$ cat src/timed_command_scheduler_core_assert.svh
// assertion macros for the timed command scheduler core
// expects clk_i and rst_ni in the scope of the including module
`ifndef TIMED_COMMAND_SCHEDULER_CORE_ASSERT_SVH
`define TIMED_COMMAND_SCHEDULER_CORE_ASSERT_SVH

// same-cycle implication, checked out of reset
`define TCS_ASSERT_IMP(lbl, ante, cons, msg) \
  lbl: assert property (@(posedge clk_i) disable iff (!rst_ni) (ante) |-> (cons)) \
    else $error(msg);

// next-cycle implication, checked out of reset
`define TCS_ASSERT_NXT(lbl, ante, cons, msg) \
  lbl: assert property (@(posedge clk_i) disable iff (!rst_ni) (ante) |=> (cons)) \
    else $error(msg);

`endif

$ cat src/tcs_pkg.sv
// shared types and constants of the timed command scheduler
// no dependencies
`default_nettype none

package tcs_pkg;

  localparam int unsigned TIME_W   = 32;
  localparam int unsigned WINDOW_W = 16;
  localparam int unsigned CMD_ID_W = 8;
  localparam int unsigned DELAY_W  = 16;

  localparam logic [WINDOW_W-1:0] WINDOW_RESET = 16'd10000;

  // item kind
  typedef enum logic {
    MODE_POLL = 1'b0,
    MODE_ENQ  = 1'b1
  } mode_e;

  // search state handed from cell to cell
  typedef struct packed {
    mode_e             mode;
    logic              found;
    logic [TIME_W-1:0] limit;
  } probe_t;

  // slot update broadcast to all cells
  typedef struct packed {
    logic              set;
    logic              clr;
    logic [TIME_W-1:0] due;
  } upd_t;

endpackage

`default_nettype wire

$ cat src/tcs_ifs.sv
// valid/ready channel interfaces of the timed command scheduler
// depends on tcs_pkg
`default_nettype none

// input item channel
interface tcs_in_if;
  logic                          valid;
  logic                          ready;
  logic                          mode;
  logic [tcs_pkg::TIME_W-1:0]    now_time;
  logic [tcs_pkg::CMD_ID_W-1:0]  command_id;
  logic [tcs_pkg::DELAY_W-1:0]   delay_ticks;
  logic                          first_of_batch;

  modport source (output valid, mode, now_time, command_id, delay_ticks, first_of_batch,
                  input ready);
  modport sink (input valid, mode, now_time, command_id, delay_ticks, first_of_batch,
                output ready);
endinterface

// result item channel
interface tcs_out_if;
  logic                          valid;
  logic                          ready;
  logic                          fired;
  logic [tcs_pkg::CMD_ID_W-1:0]  fired_command;
  logic                          dropped;

  modport source (output valid, fired, fired_command, dropped, input ready);
  modport sink (input valid, fired, fired_command, dropped, output ready);
endinterface

// lookahead window write channel
interface tcs_cfg_if;
  logic                           valid;
  logic                           ready;
  logic [tcs_pkg::WINDOW_W-1:0]   lookahead_window;

  modport source (output valid, lookahead_window, input ready);
  modport sink (input valid, lookahead_window, output ready);
endinterface

`default_nettype wire

$ cat src/tcs_cell.sv
// one slot cell: holds pending flag, due time and command of one slot
// and passes the search probe on to the next cell; depends on tcs_pkg
`default_nettype none

module tcs_cell #(
  parameter int unsigned IDX_W    = 4,
  parameter int unsigned CMD_W    = 8,
  parameter int unsigned CELL_IDX = 0
) (
  input  wire                 clk_i,
  input  wire                 rst_ni,
  // probe from the previous cell
  input  wire                 probe_vld_i,
  input  wire tcs_pkg::probe_t probe_i,
  input  wire  [IDX_W-1:0]    probe_idx_i,
  input  wire  [CMD_W-1:0]    probe_cmd_i,
  // probe to the next cell
  output logic                probe_vld_o,
  output tcs_pkg::probe_t     probe_o,
  output logic [IDX_W-1:0]    probe_idx_o,
  output logic [CMD_W-1:0]    probe_cmd_o,
  // slot update
  input  wire tcs_pkg::upd_t  upd_i,
  input  wire  [IDX_W-1:0]    upd_idx_i,
  input  wire  [CMD_W-1:0]    upd_cmd_i
);

  localparam logic [IDX_W-1:0] MyIdx = IDX_W'(CELL_IDX);

  logic                        pending_q;
  logic [tcs_pkg::TIME_W-1:0]  due_q;
  logic [CMD_W-1:0]            cmd_q;

  logic                        probe_vld_q;
  tcs_pkg::probe_t             probe_q, probe_d;
  logic [IDX_W-1:0]            idx_q, idx_d;
  logic [CMD_W-1:0]            pcmd_q, pcmd_d;

  logic                        hit;

  assign hit = (upd_idx_i == MyIdx);

  // compare this slot against the search so far
  always_comb begin
    probe_d = probe_i;
    idx_d   = probe_idx_i;
    pcmd_d  = probe_cmd_i;
    if (probe_i.mode == tcs_pkg::MODE_ENQ) begin
      // lowest free slot
      if (!probe_i.found && !pending_q) begin
        probe_d.found = 1'b1;
        idx_d         = MyIdx;
      end
    end else if (pending_q && (due_q < probe_i.limit)) begin
      // earlier pending slot, strict compare keeps the lower slot on ties
      probe_d.found = 1'b1;
      probe_d.limit = due_q;
      idx_d         = MyIdx;
      pcmd_d        = cmd_q;
    end
  end

  // probe valid
  always_ff @(posedge clk_i or negedge rst_ni) begin
    if (!rst_ni) begin
      probe_vld_q <= 1'b0;
    end else begin
      probe_vld_q <= probe_vld_i;
    end
  end

  // probe payload
  always_ff @(posedge clk_i) begin
    probe_q <= probe_d;
    idx_q   <= idx_d;
    pcmd_q  <= pcmd_d;
  end

  // slot pending flag
  always_ff @(posedge clk_i or negedge rst_ni) begin
    if (!rst_ni) begin
      pending_q <= 1'b0;
    end else if (hit && upd_i.set) begin
      pending_q <= 1'b1;
    end else if (hit && upd_i.clr) begin
      pending_q <= 1'b0;
    end
  end

  // slot payload
  always_ff @(posedge clk_i) begin
    if (hit && upd_i.set) begin
      due_q <= upd_i.due;
      cmd_q <= upd_cmd_i;
    end
  end

  assign probe_vld_o = probe_vld_q;
  assign probe_o     = probe_q;
  assign probe_idx_o = idx_q;
  assign probe_cmd_o = pcmd_q;

endmodule

`default_nettype wire

$ cat src/timed_command_scheduler_core.sv
// Timed command scheduler: SLOT_COUNT slots of pending commands with due
// times. Every item, enqueue or poll, sends one probe down a row of slot
// cells, one cell per clock starting at the accepting edge; the search
// outcome is latched in the cycle after the last cell and committed from
// ST_DONE once the output register is free. The result is registered at
// the commit, and the next item is taken once the sequencer is back in
// ST_IDLE. One item is in work at a time; the result sits in an output
// register while the next item is taken, and a result still waiting there
// holds back the next commit.
// Enqueue takes the lowest free slot (dropped when none is free); poll
// releases the earliest due command inside now + lookahead_window if it is
// not later than now. The lookahead_window write is taken at any time and
// resets to 10000.
// depends on tcs_pkg, tcs_ifs, tcs_cell and the assertion macro header
`default_nettype none

module timed_command_scheduler_core #(
  parameter int unsigned SLOT_COUNT   = 16,
  parameter int unsigned COMMAND_BITS = 8
) (
  input wire            clk_i,
  input wire            rst_ni,
  tcs_in_if.sink        in_i,
  tcs_out_if.source     out_o,
  tcs_cfg_if.sink       cfg_i
);

  localparam int unsigned IDX_W = (SLOT_COUNT > 1) ? $clog2(SLOT_COUNT) : 1;
  localparam int unsigned CMD_W = COMMAND_BITS;
  localparam int unsigned TW    = tcs_pkg::TIME_W;
  localparam int unsigned IW    = tcs_pkg::CMD_ID_W;

  typedef enum logic [2:0] {
    ST_IDLE = 3'b001,
    ST_SCAN = 3'b010,
    ST_DONE = 3'b100
  } state_e;

  state_e state_q, state_d;

  logic [tcs_pkg::WINDOW_W-1:0] window_q;
  logic [TW-1:0]                running_q, running_d;

  // registered item
  tcs_pkg::mode_e               mode_q;
  logic [TW-1:0]                now_q;
  logic [CMD_W-1:0]             cmd_q;
  logic [tcs_pkg::DELAY_W-1:0]  delay_q;
  logic                         first_q;

  // scan result
  tcs_pkg::probe_t              res_q;
  logic [IDX_W-1:0]             res_idx_q;
  logic [CMD_W-1:0]             res_cmd_q;

  // output register
  logic                         out_valid_q;
  logic                         fired_q, fired_d;
  logic [IW-1:0]                fcmd_q, fcmd_d;
  logic                         dropped_q, dropped_d;

  // cell chain
  logic                         chain_vld [SLOT_COUNT+1];
  tcs_pkg::probe_t              chain_probe [SLOT_COUNT+1];
  logic [IDX_W-1:0]             chain_idx [SLOT_COUNT+1];
  logic [CMD_W-1:0]             chain_cmd [SLOT_COUNT+1];

  tcs_pkg::upd_t                upd;
  logic                         accept;
  logic                         commit;
  logic [TW-1:0]                base;
  logic [TW-1:0]                due_sum;
  logic [CMD_W+IW-1:0]          cmd_in_ext;
  logic [IW+CMD_W-1:0]          cmd_out_ext;

  assign in_i.ready  = (state_q == ST_IDLE);
  assign accept      = in_i.valid && in_i.ready;
  assign cfg_i.ready = 1'b1;
  assign commit      = (state_q == ST_DONE) && (!out_valid_q || out_o.ready);

  // command id resized to the slot command width
  assign cmd_in_ext  = {{CMD_W{1'b0}}, in_i.command_id};
  assign cmd_out_ext = {{IW{1'b0}}, res_cmd_q};

  // probe injection into the first cell
  assign chain_vld[0]         = accept;
  assign chain_probe[0].mode  = tcs_pkg::mode_e'(in_i.mode);
  assign chain_probe[0].found = 1'b0;
  assign chain_probe[0].limit = TW'(in_i.now_time + TW'(window_q));
  assign chain_idx[0]         = '0;
  assign chain_cmd[0]         = '0;

  // row of slot cells
  for (genvar g = 0; g < SLOT_COUNT; g++) begin : g_cell
    tcs_cell #(
      .IDX_W    (IDX_W),
      .CMD_W    (CMD_W),
      .CELL_IDX (g)
    ) u_cell (
      .clk_i       (clk_i),
      .rst_ni      (rst_ni),
      .probe_vld_i (chain_vld[g]),
      .probe_i     (chain_probe[g]),
      .probe_idx_i (chain_idx[g]),
      .probe_cmd_i (chain_cmd[g]),
      .probe_vld_o (chain_vld[g+1]),
      .probe_o     (chain_probe[g+1]),
      .probe_idx_o (chain_idx[g+1]),
      .probe_cmd_o (chain_cmd[g+1]),
      .upd_i       (upd),
      .upd_idx_i   (res_idx_q),
      .upd_cmd_i   (cmd_q)
    );
  end

  // commit: slot update, running due time and result
  assign base    = first_q ? now_q : running_q;
  assign due_sum = TW'(base + TW'(delay_q));

  always_comb begin
    upd.set   = 1'b0;
    upd.clr   = 1'b0;
    upd.due   = due_sum;
    running_d = running_q;
    fired_d   = 1'b0;
    fcmd_d    = '0;
    dropped_d = 1'b0;
    if (commit) begin
      if (mode_q == tcs_pkg::MODE_ENQ) begin
        if (res_q.found) begin
          upd.set   = 1'b1;
          running_d = due_sum;
        end else begin
          dropped_d = 1'b1;
          running_d = base;
        end
      end else if (res_q.found && (res_q.limit <= now_q)) begin
        upd.clr = 1'b1;
        fired_d = 1'b1;
        fcmd_d  = cmd_out_ext[IW-1:0];
      end
    end
  end

  // sequencer
  always_comb begin
    state_d = state_q;
    case (state_q)
      ST_IDLE: begin
        if (accept) state_d = ST_SCAN;
      end
      ST_SCAN: begin
        if (chain_vld[SLOT_COUNT]) state_d = ST_DONE;
      end
      ST_DONE: begin
        if (commit) state_d = ST_IDLE;
      end
      default: state_d = ST_IDLE;
    endcase
  end

  // control registers
  always_ff @(posedge clk_i or negedge rst_ni) begin
    if (!rst_ni) begin
      state_q     <= ST_IDLE;
      window_q    <= tcs_pkg::WINDOW_RESET;
      running_q   <= '0;
      out_valid_q <= 1'b0;
    end else begin
      state_q   <= state_d;
      running_q <= running_d;
      if (cfg_i.valid) begin
        window_q <= cfg_i.lookahead_window;
      end
      if (commit) begin
        out_valid_q <= 1'b1;
      end else if (out_o.ready) begin
        out_valid_q <= 1'b0;
      end
    end
  end

  // item, scan result and output payload
  always_ff @(posedge clk_i) begin
    if (accept) begin
      mode_q  <= tcs_pkg::mode_e'(in_i.mode);
      now_q   <= in_i.now_time;
      cmd_q   <= cmd_in_ext[CMD_W-1:0];
      delay_q <= in_i.delay_ticks;
      first_q <= in_i.first_of_batch;
    end
    if ((state_q == ST_SCAN) && chain_vld[SLOT_COUNT]) begin
      res_q     <= chain_probe[SLOT_COUNT];
      res_idx_q <= chain_idx[SLOT_COUNT];
      res_cmd_q <= chain_cmd[SLOT_COUNT];
    end
    if (commit) begin
      fired_q   <= fired_d;
      fcmd_q    <= fcmd_d;
      dropped_q <= dropped_d;
    end
  end

  assign out_o.valid         = out_valid_q;
  assign out_o.fired         = fired_q;
  assign out_o.fired_command = fcmd_q;
  assign out_o.dropped       = dropped_q;

  // checks
  `include "timed_command_scheduler_core_assert.svh"

  `TCS_ASSERT_IMP(a_probe_exit_in_scan, chain_vld[SLOT_COUNT], state_q == ST_SCAN, "probe left chain outside scan")
  `TCS_ASSERT_NXT(a_accept_starts_scan, accept, state_q == ST_SCAN, "accepted item did not start scan")
  `TCS_ASSERT_NXT(a_commit_loads_out, commit, out_valid_q, "commit did not load result")
  `TCS_ASSERT_IMP(a_fire_drop_excl, out_valid_q, !(fired_q && dropped_q), "fired and dropped together")

endmodule

`default_nettype wire
$ cat src/flat_wrapper.sv
// flat-port wrapper written by rule: the top's interface ports become plain ports
module timed_command_scheduler_core_flat 
#(
  parameter int unsigned SLOT_COUNT   = 16,
  parameter int unsigned COMMAND_BITS = 8
)
  (clk_i, rst_ni, in_i_valid, in_i_mode, in_i_now_time, in_i_command_id, in_i_delay_ticks, in_i_first_of_batch, in_i_ready, out_o_valid, out_o_fired, out_o_fired_command, out_o_dropped, out_o_ready, cfg_i_valid, cfg_i_lookahead_window, cfg_i_ready);
  tcs_in_if in_i_i ();
  tcs_out_if out_o_i ();
  tcs_cfg_if cfg_i_i ();
  input wire clk_i;
  input wire rst_ni;
  input wire logic [$bits(in_i_i.valid)-1:0] in_i_valid;
  input wire logic [$bits(in_i_i.mode)-1:0] in_i_mode;
  input wire logic [$bits(in_i_i.now_time)-1:0] in_i_now_time;
  input wire logic [$bits(in_i_i.command_id)-1:0] in_i_command_id;
  input wire logic [$bits(in_i_i.delay_ticks)-1:0] in_i_delay_ticks;
  input wire logic [$bits(in_i_i.first_of_batch)-1:0] in_i_first_of_batch;
  output wire logic [$bits(in_i_i.ready)-1:0] in_i_ready;
  output wire logic [$bits(out_o_i.valid)-1:0] out_o_valid;
  output wire logic [$bits(out_o_i.fired)-1:0] out_o_fired;
  output wire logic [$bits(out_o_i.fired_command)-1:0] out_o_fired_command;
  output wire logic [$bits(out_o_i.dropped)-1:0] out_o_dropped;
  input wire logic [$bits(out_o_i.ready)-1:0] out_o_ready;
  input wire logic [$bits(cfg_i_i.valid)-1:0] cfg_i_valid;
  input wire logic [$bits(cfg_i_i.lookahead_window)-1:0] cfg_i_lookahead_window;
  output wire logic [$bits(cfg_i_i.ready)-1:0] cfg_i_ready;
  assign in_i_i.valid = in_i_valid;
  assign in_i_i.mode = in_i_mode;
  assign in_i_i.now_time = in_i_now_time;
  assign in_i_i.command_id = in_i_command_id;
  assign in_i_i.delay_ticks = in_i_delay_ticks;
  assign in_i_i.first_of_batch = in_i_first_of_batch;
  assign in_i_ready = in_i_i.ready;
  assign out_o_valid = out_o_i.valid;
  assign out_o_fired = out_o_i.fired;
  assign out_o_fired_command = out_o_i.fired_command;
  assign out_o_dropped = out_o_i.dropped;
  assign out_o_i.ready = out_o_ready;
  assign cfg_i_i.valid = cfg_i_valid;
  assign cfg_i_i.lookahead_window = cfg_i_lookahead_window;
  assign cfg_i_ready = cfg_i_i.ready;
  timed_command_scheduler_core #(.SLOT_COUNT(SLOT_COUNT), .COMMAND_BITS(COMMAND_BITS)) u_core (.clk_i(clk_i), .rst_ni(rst_ni), .in_i(in_i_i), .out_o(out_o_i), .cfg_i(cfg_i_i));
endmodule
$ cat config.mk
export PLATFORM = sky130hd
export DESIGN_NAME = timed_command_scheduler_core_flat
export DESIGN_NICKNAME = d
export VERILOG_FILES = /design/src/tcs_pkg.sv /design/src/tcs_ifs.sv /design/src/tcs_cell.sv /design/src/timed_command_scheduler_core.sv /design/src/flat_wrapper.sv
export VERILOG_INCLUDE_DIRS = /design/src /design/src/src
export SDC_FILE = /design/constraint.sdc
export NUM_CORES = 2
export LEC_CHECK = 0
export BUFFER_PORTS_ARGS = -buffer_cell sky130_fd_sc_hd__buf_4
export CORE_UTILIZATION = 50
export CTS_CLUSTER_SIZE = 25
export DETAILED_ROUTE_END_ITERATION = 16
export GPL_ROUTABILITY_DRIVEN = 1
export PLACE_DENSITY = 0.64
export SYNTH_ARGS = -nofsm -noshare
export SYNTH_HDL_FRONTEND = slang
export SYNTH_SLANG_ARGS = --single-unit
$ cat constraint.sdc
create_clock -name clk_i -period 7.1 [get_ports clk_i]
set_input_delay 0.355 -clock clk_i [delete_from_list [all_inputs] [get_ports clk_i]]
set_output_delay 0.355 -clock clk_i [all_outputs]
set_load 0.03 [all_outputs]
==> key figures <==
Synthesis
  – Xor and xnor fraction of the mapped netlist area: 0.807%
  – Simple-gate share of the synthesized area: 8.68%
  – Syn avg cell area: 12.1 sq um
  – Synth area leaders: edfxtp_1 (33%), dfxtp_1 (21%), ha_1 (10%)
  – Mux contribution to synthesized area: 8.87%
  – Synth warnings: 0
  – Combinational family with the most area after synthesis: compound AO/OA/AOI/OAI gates
  – Post-synth EDFFs: 753
  – Mapped Area: 0.0695 sq mm
  – Share of flip-flops with an asynchronous set or reset: 5.39%
  – Synth Instances: 5763
  – Compound-Gate Fraction of Synth Area: 10.6%
  – Most frequent cell after synthesis: edfxtp_1
  – Yosys reg bits: 1557
  – Seq/Total Area, Yosys: 56.3%
  – Syn_nets: 6404
  – Post-synth cell types: 81
  – Post-synthesis adder-cell area fraction: 10.1%
  – Post-synth top cells: edfxtp_1 (753), dfxtp_1 (720), inv_1 (572)
  – Top-area cell type share of the netlist area: 32.5%
  – Synth Flop Type: edfxtp_1
  – Yosys top cell by area: edfxtp_1

Critical path
  – CP delay by family, top: compound AO/OA/AOI/OAI gates
  – Start point of the critical path: u_core.window_q[0]
  – Cells on worst reg2reg path: 19
  – Critical path launch point type: flip-flop
  – Slowest stage cell, crit path: fa_1
  – Max incr delay on CP: 0.43 ns
  – WP buf/inv: 1
  – WS Path Type: flip-flop to flip-flop
  – R2R Path End: u_core.g_cell[0].u_cell.probe_o[0]
  – CP Capture Type: flip-flop
  – Register-to-register setup slack: 1.77 ns
  – Worst flop-to-flop path startpoint: u_core.window_q[0]
  – End of the critical path: u_core.g_cell[0].u_cell.probe_o[0]
  – Crit-path max FO: 27
  – CP arrival: 5.99 ns
  – Worst path cell trace: ha_1 -> fa_1 -> a211oi_1 -> o21ai_0 -> a31o_2 -> a31oi_1 -> o211a_1 -> nor2_1 -> xnor2_1 -> ha_1 -> o21ai_0 -> nor2_1 -> o22ai_1 -> o21ai_0 -> o21ai_0 -> a21oi_1 -> o21ai_4 -> buf_4 -> mux2_2
  – Worst path depth: 19
  – Cell repeated most along the worst path: o21ai_0
  – Required time of the critical path: 7.76 ns

GRT
  – Largest net degree at the start of global routing: 91
  – Global Route Usage Sum: 26.4%
  – First-pass GRT wire length: 278000 um
  – Vias in the first global route: 44800
  – Initial antenna violation count: 14
  – Gr ovfl total: 0

Clocking
  – Cts bufs inserted: 164
  – Clock Latency Late Sink: 0.78 ns
  – H-tree Lvls: 4
  – # clock sinks: 1557
  – Clock-pin slew on the worst setup and hold paths: 0.06 ns
  – Cts repair resizes: 0
  – Clock root buffer: clkbuf_16
  – CTS tree: done
  – Clk buf depth: 3

STA
  – Fin crit period: 5.33 ns
  – Final setup viols: 0
  – Final period util: 75.1%
  – Final Skew: 0.0270 ns
  – Hold Violations, Final: 0
  – Setup TNS: 0 ns
  – Final worst slack: 1.77 ns
  – RSZ-0062 raised after global routing: false
  – Worst slew pin tran: 1.38 ns
  – FMAX: 188 MHz
  – Max-slew violations: 0
  – Slew headroom: 7.88%

Power and ir drop
  – PwrDens: 332 mW/mm^2
  – LEAKAGE: 33.5 nW
  – Overall Power: 26.3 mW
  – Peak supply drop: 0.000288 V

Place
  – Dpl cells: 7503
  – I/O Buffers: 90
  – Gpl congestion: 0.885
  – DP HPWL: 123000 um
  – Setup WS pre-CTS: 1.79 ns

Min path
  – Hold crit path type: input pin to flip-flop
  – Min-Delay Startpoint: cfg_i_valid

Layout
  – Layout Nets: 6608
  – Layout cell share with drive strength beyond 1: 17.0%
  – Filler Cell Count: 11100
  – Final Instance Count excl. Fillers: 7904
  – Layout area overhead: 13.9%

Detailed routing
  – Final wirelength: 187000 um
  – Vias: 45800
  – 1st-iter DRT viols: 3954
  – Antenna-violating nets left: 0
  – Routed WL per cell: 23.7 um
  – DRC viols: 0
  – Initial DRT Pass Iterations: 6
  – Vias per std cell: 5.79

Flow run
  – Max-Cap Viols: 0

Floorplanning
  – # rows: 136
  – I/O pin cnt: 92
  – Die Footprint: 0.140 sq mm
  – Die height: 375 um
  – Effective utilization at floorplan: 50.5%
  – Die X-Extent: 375 um
  – CORE AREA: 0.138 sq mm

Status
  – Outcome: complete, no violations
worst reg2reg max path, cell delays in order (launching register included):
cell and delay (ns):
dfrtp_1 0.39, ha_1 0.22, fa_1 0.43, a211oi_1 0.39, o21ai_0 0.20, a31o_2 0.29, a31oi_1 0.34, o211a_1 0.41
nor2_1 0.10, xnor2_1 0.21, ha_1 0.28, o21ai_0 0.18, nor2_1 0.09, o22ai_1 0.27, o21ai_0 0.13, o21ai_0 0.19
a21oi_1 0.13, o21ai_4 0.16, buf_4 0.40, mux2_2 0.41
cell families (layout without fill, tap and decap cells):
logic type / after synthesis / count (layout)
compound gates: 986 / 986
xor+xnor: 64 / 64
fa+ha+maj: 562 / 562
buf+inv: 809 / 1152
flops: 1557 / 1557
mux: 530 / 530
other cells: 1 / 5
simple gates: 1254 / 1254
cells in the final DEF, fill, tap and decap left out, types with 32 or more instances in the layout:
master         synthesis  final
dlygate4sd3_1          0     91
o221ai_1             122    122
nand4_1              142    142
and3_1                34     32
dfrtp_1               78     78
clkbuf_8               0     32
nand2_1              453    450
clkbuf_16              0    173
a21oi_1              153    150
nor3_1                37     32
mux2_2               400    400
nor2_1               268    250
clkbuf_1             170     40
nand2b_1              45     45
mux2_4                69     69
nor2b_1               47     46
buf_4                  3    183
ha_1                 560    559
mux2i_1               54     54
a311o_1              120    120
dfxtp_1              720    720
a21o_1               195    195
o21ai_0              107    107
nand3_1               80     80
a211oi_1              39     38
o211ai_1              52     52
edfxtp_1             753    753
a31oi_1               44     43
inv_1                572    570
routing by layer:
| metal | track usage [%] | up-vias | part of all wire [%] |
|---|---|---|---|
| met1 | 36.3 | 22600 | 44 |
| met5 | 0 | - | 0 |
| met4 | 10.9 | 0 | 3.9 |
| met3 | 3.71 | 352 | 5.9 |
| met2 | 41.9 | 1392 | 46 |
| li1 | - | 21400 | - |
worst min-delay path by stage:
stage                                     endpoint  slack (ns)  cells past startpoint
3_3_place_gp   u_core.g_cell[8].u_cell.probe_vld_o        0.33                      0
2_1_floorplan    u_core.g_cell[0].u_cell.pending_q        0.06                      0
5_1_grt                         u_core.window_q[9]        0.03                      2
4_1_cts                         u_core.window_q[9]      0.0006                      2
6_report                        u_core.window_q[9]        0.06                      2
3_5_place_dp   u_core.g_cell[8].u_cell.probe_vld_o        0.33                      0
area by class of cell:
cell class	count	area [sq um]	share of cell area, %
clock inverter	60	624	0.789
sequential	1557	39100	49.5
multi-input combinational	3397	27700	35.0
inverter	572	2150	2.71
tap	1794	2240	2.84
antenna	4	10.0	0.0127
timing repair buffer	275	2300	2.91
clock buffer	245	4920	6.22
sequential cells by signal, summed over array words and instances, names as in the netlist:
signal / count
u_core.g_cell.u_cell.probe_vld_o: 16
u_core.window_q: 16
u_core.g_cell.u_cell.probe_idx_o: 49
u_core.g_cell.u_cell.pending_q: 16
u_core.state_q: 3
u_core.g_cell.u_cell.probe_o: 543
u_core.res_q: 33
u_core.out_o.fired_command: 8
u_core.running_q: 32
u_core.first_q: 1
u_core.res_cmd_q: 8
u_core.now_q: 32
u_core.mode_q: 1
u_core.cmd_q: 8
u_core.out_o.dropped: 1
u_core.res_idx_q: 4
u_core.g_cell.u_cell.probe_cmd_o: 128
u_core.out_o.valid: 1
u_core.g_cell.u_cell.due_q: 512
u_core.out_o.fired: 1
u_core.delay_q: 16
u_core.g_cell.u_cell.cmd_q: 128
per-stage QoR:
stage	area [sq um]	hold slack, ns	util [%]
2_1_floorplan	69500	0.0594	-
3_3_place_gp	72600	0.334	52.8
3_5_place_dp	72600	0.335	52.8
4_1_cts	79100	0.000610	57.4
5_1_grt	79100	0.0327	57.5
6_report	79100	0.0585	57.5
where the power goes:
group	total (mW)	switching (mW)	internal, mW	leakage [nW]
combinational	5.92	3.99	1.93	16.8
sequential	11.6	0.646	11.0	13.9
clock	8.72	3.58	5.14	2.74
timing repair:
item | 4_1_cts | 5_1_grt
setup buffers | 0 | 0
hold buffers | 91 | 0
hold endpoints to repair | 130 | 0
No activity file was read; power rests on OpenSTA's default activity.
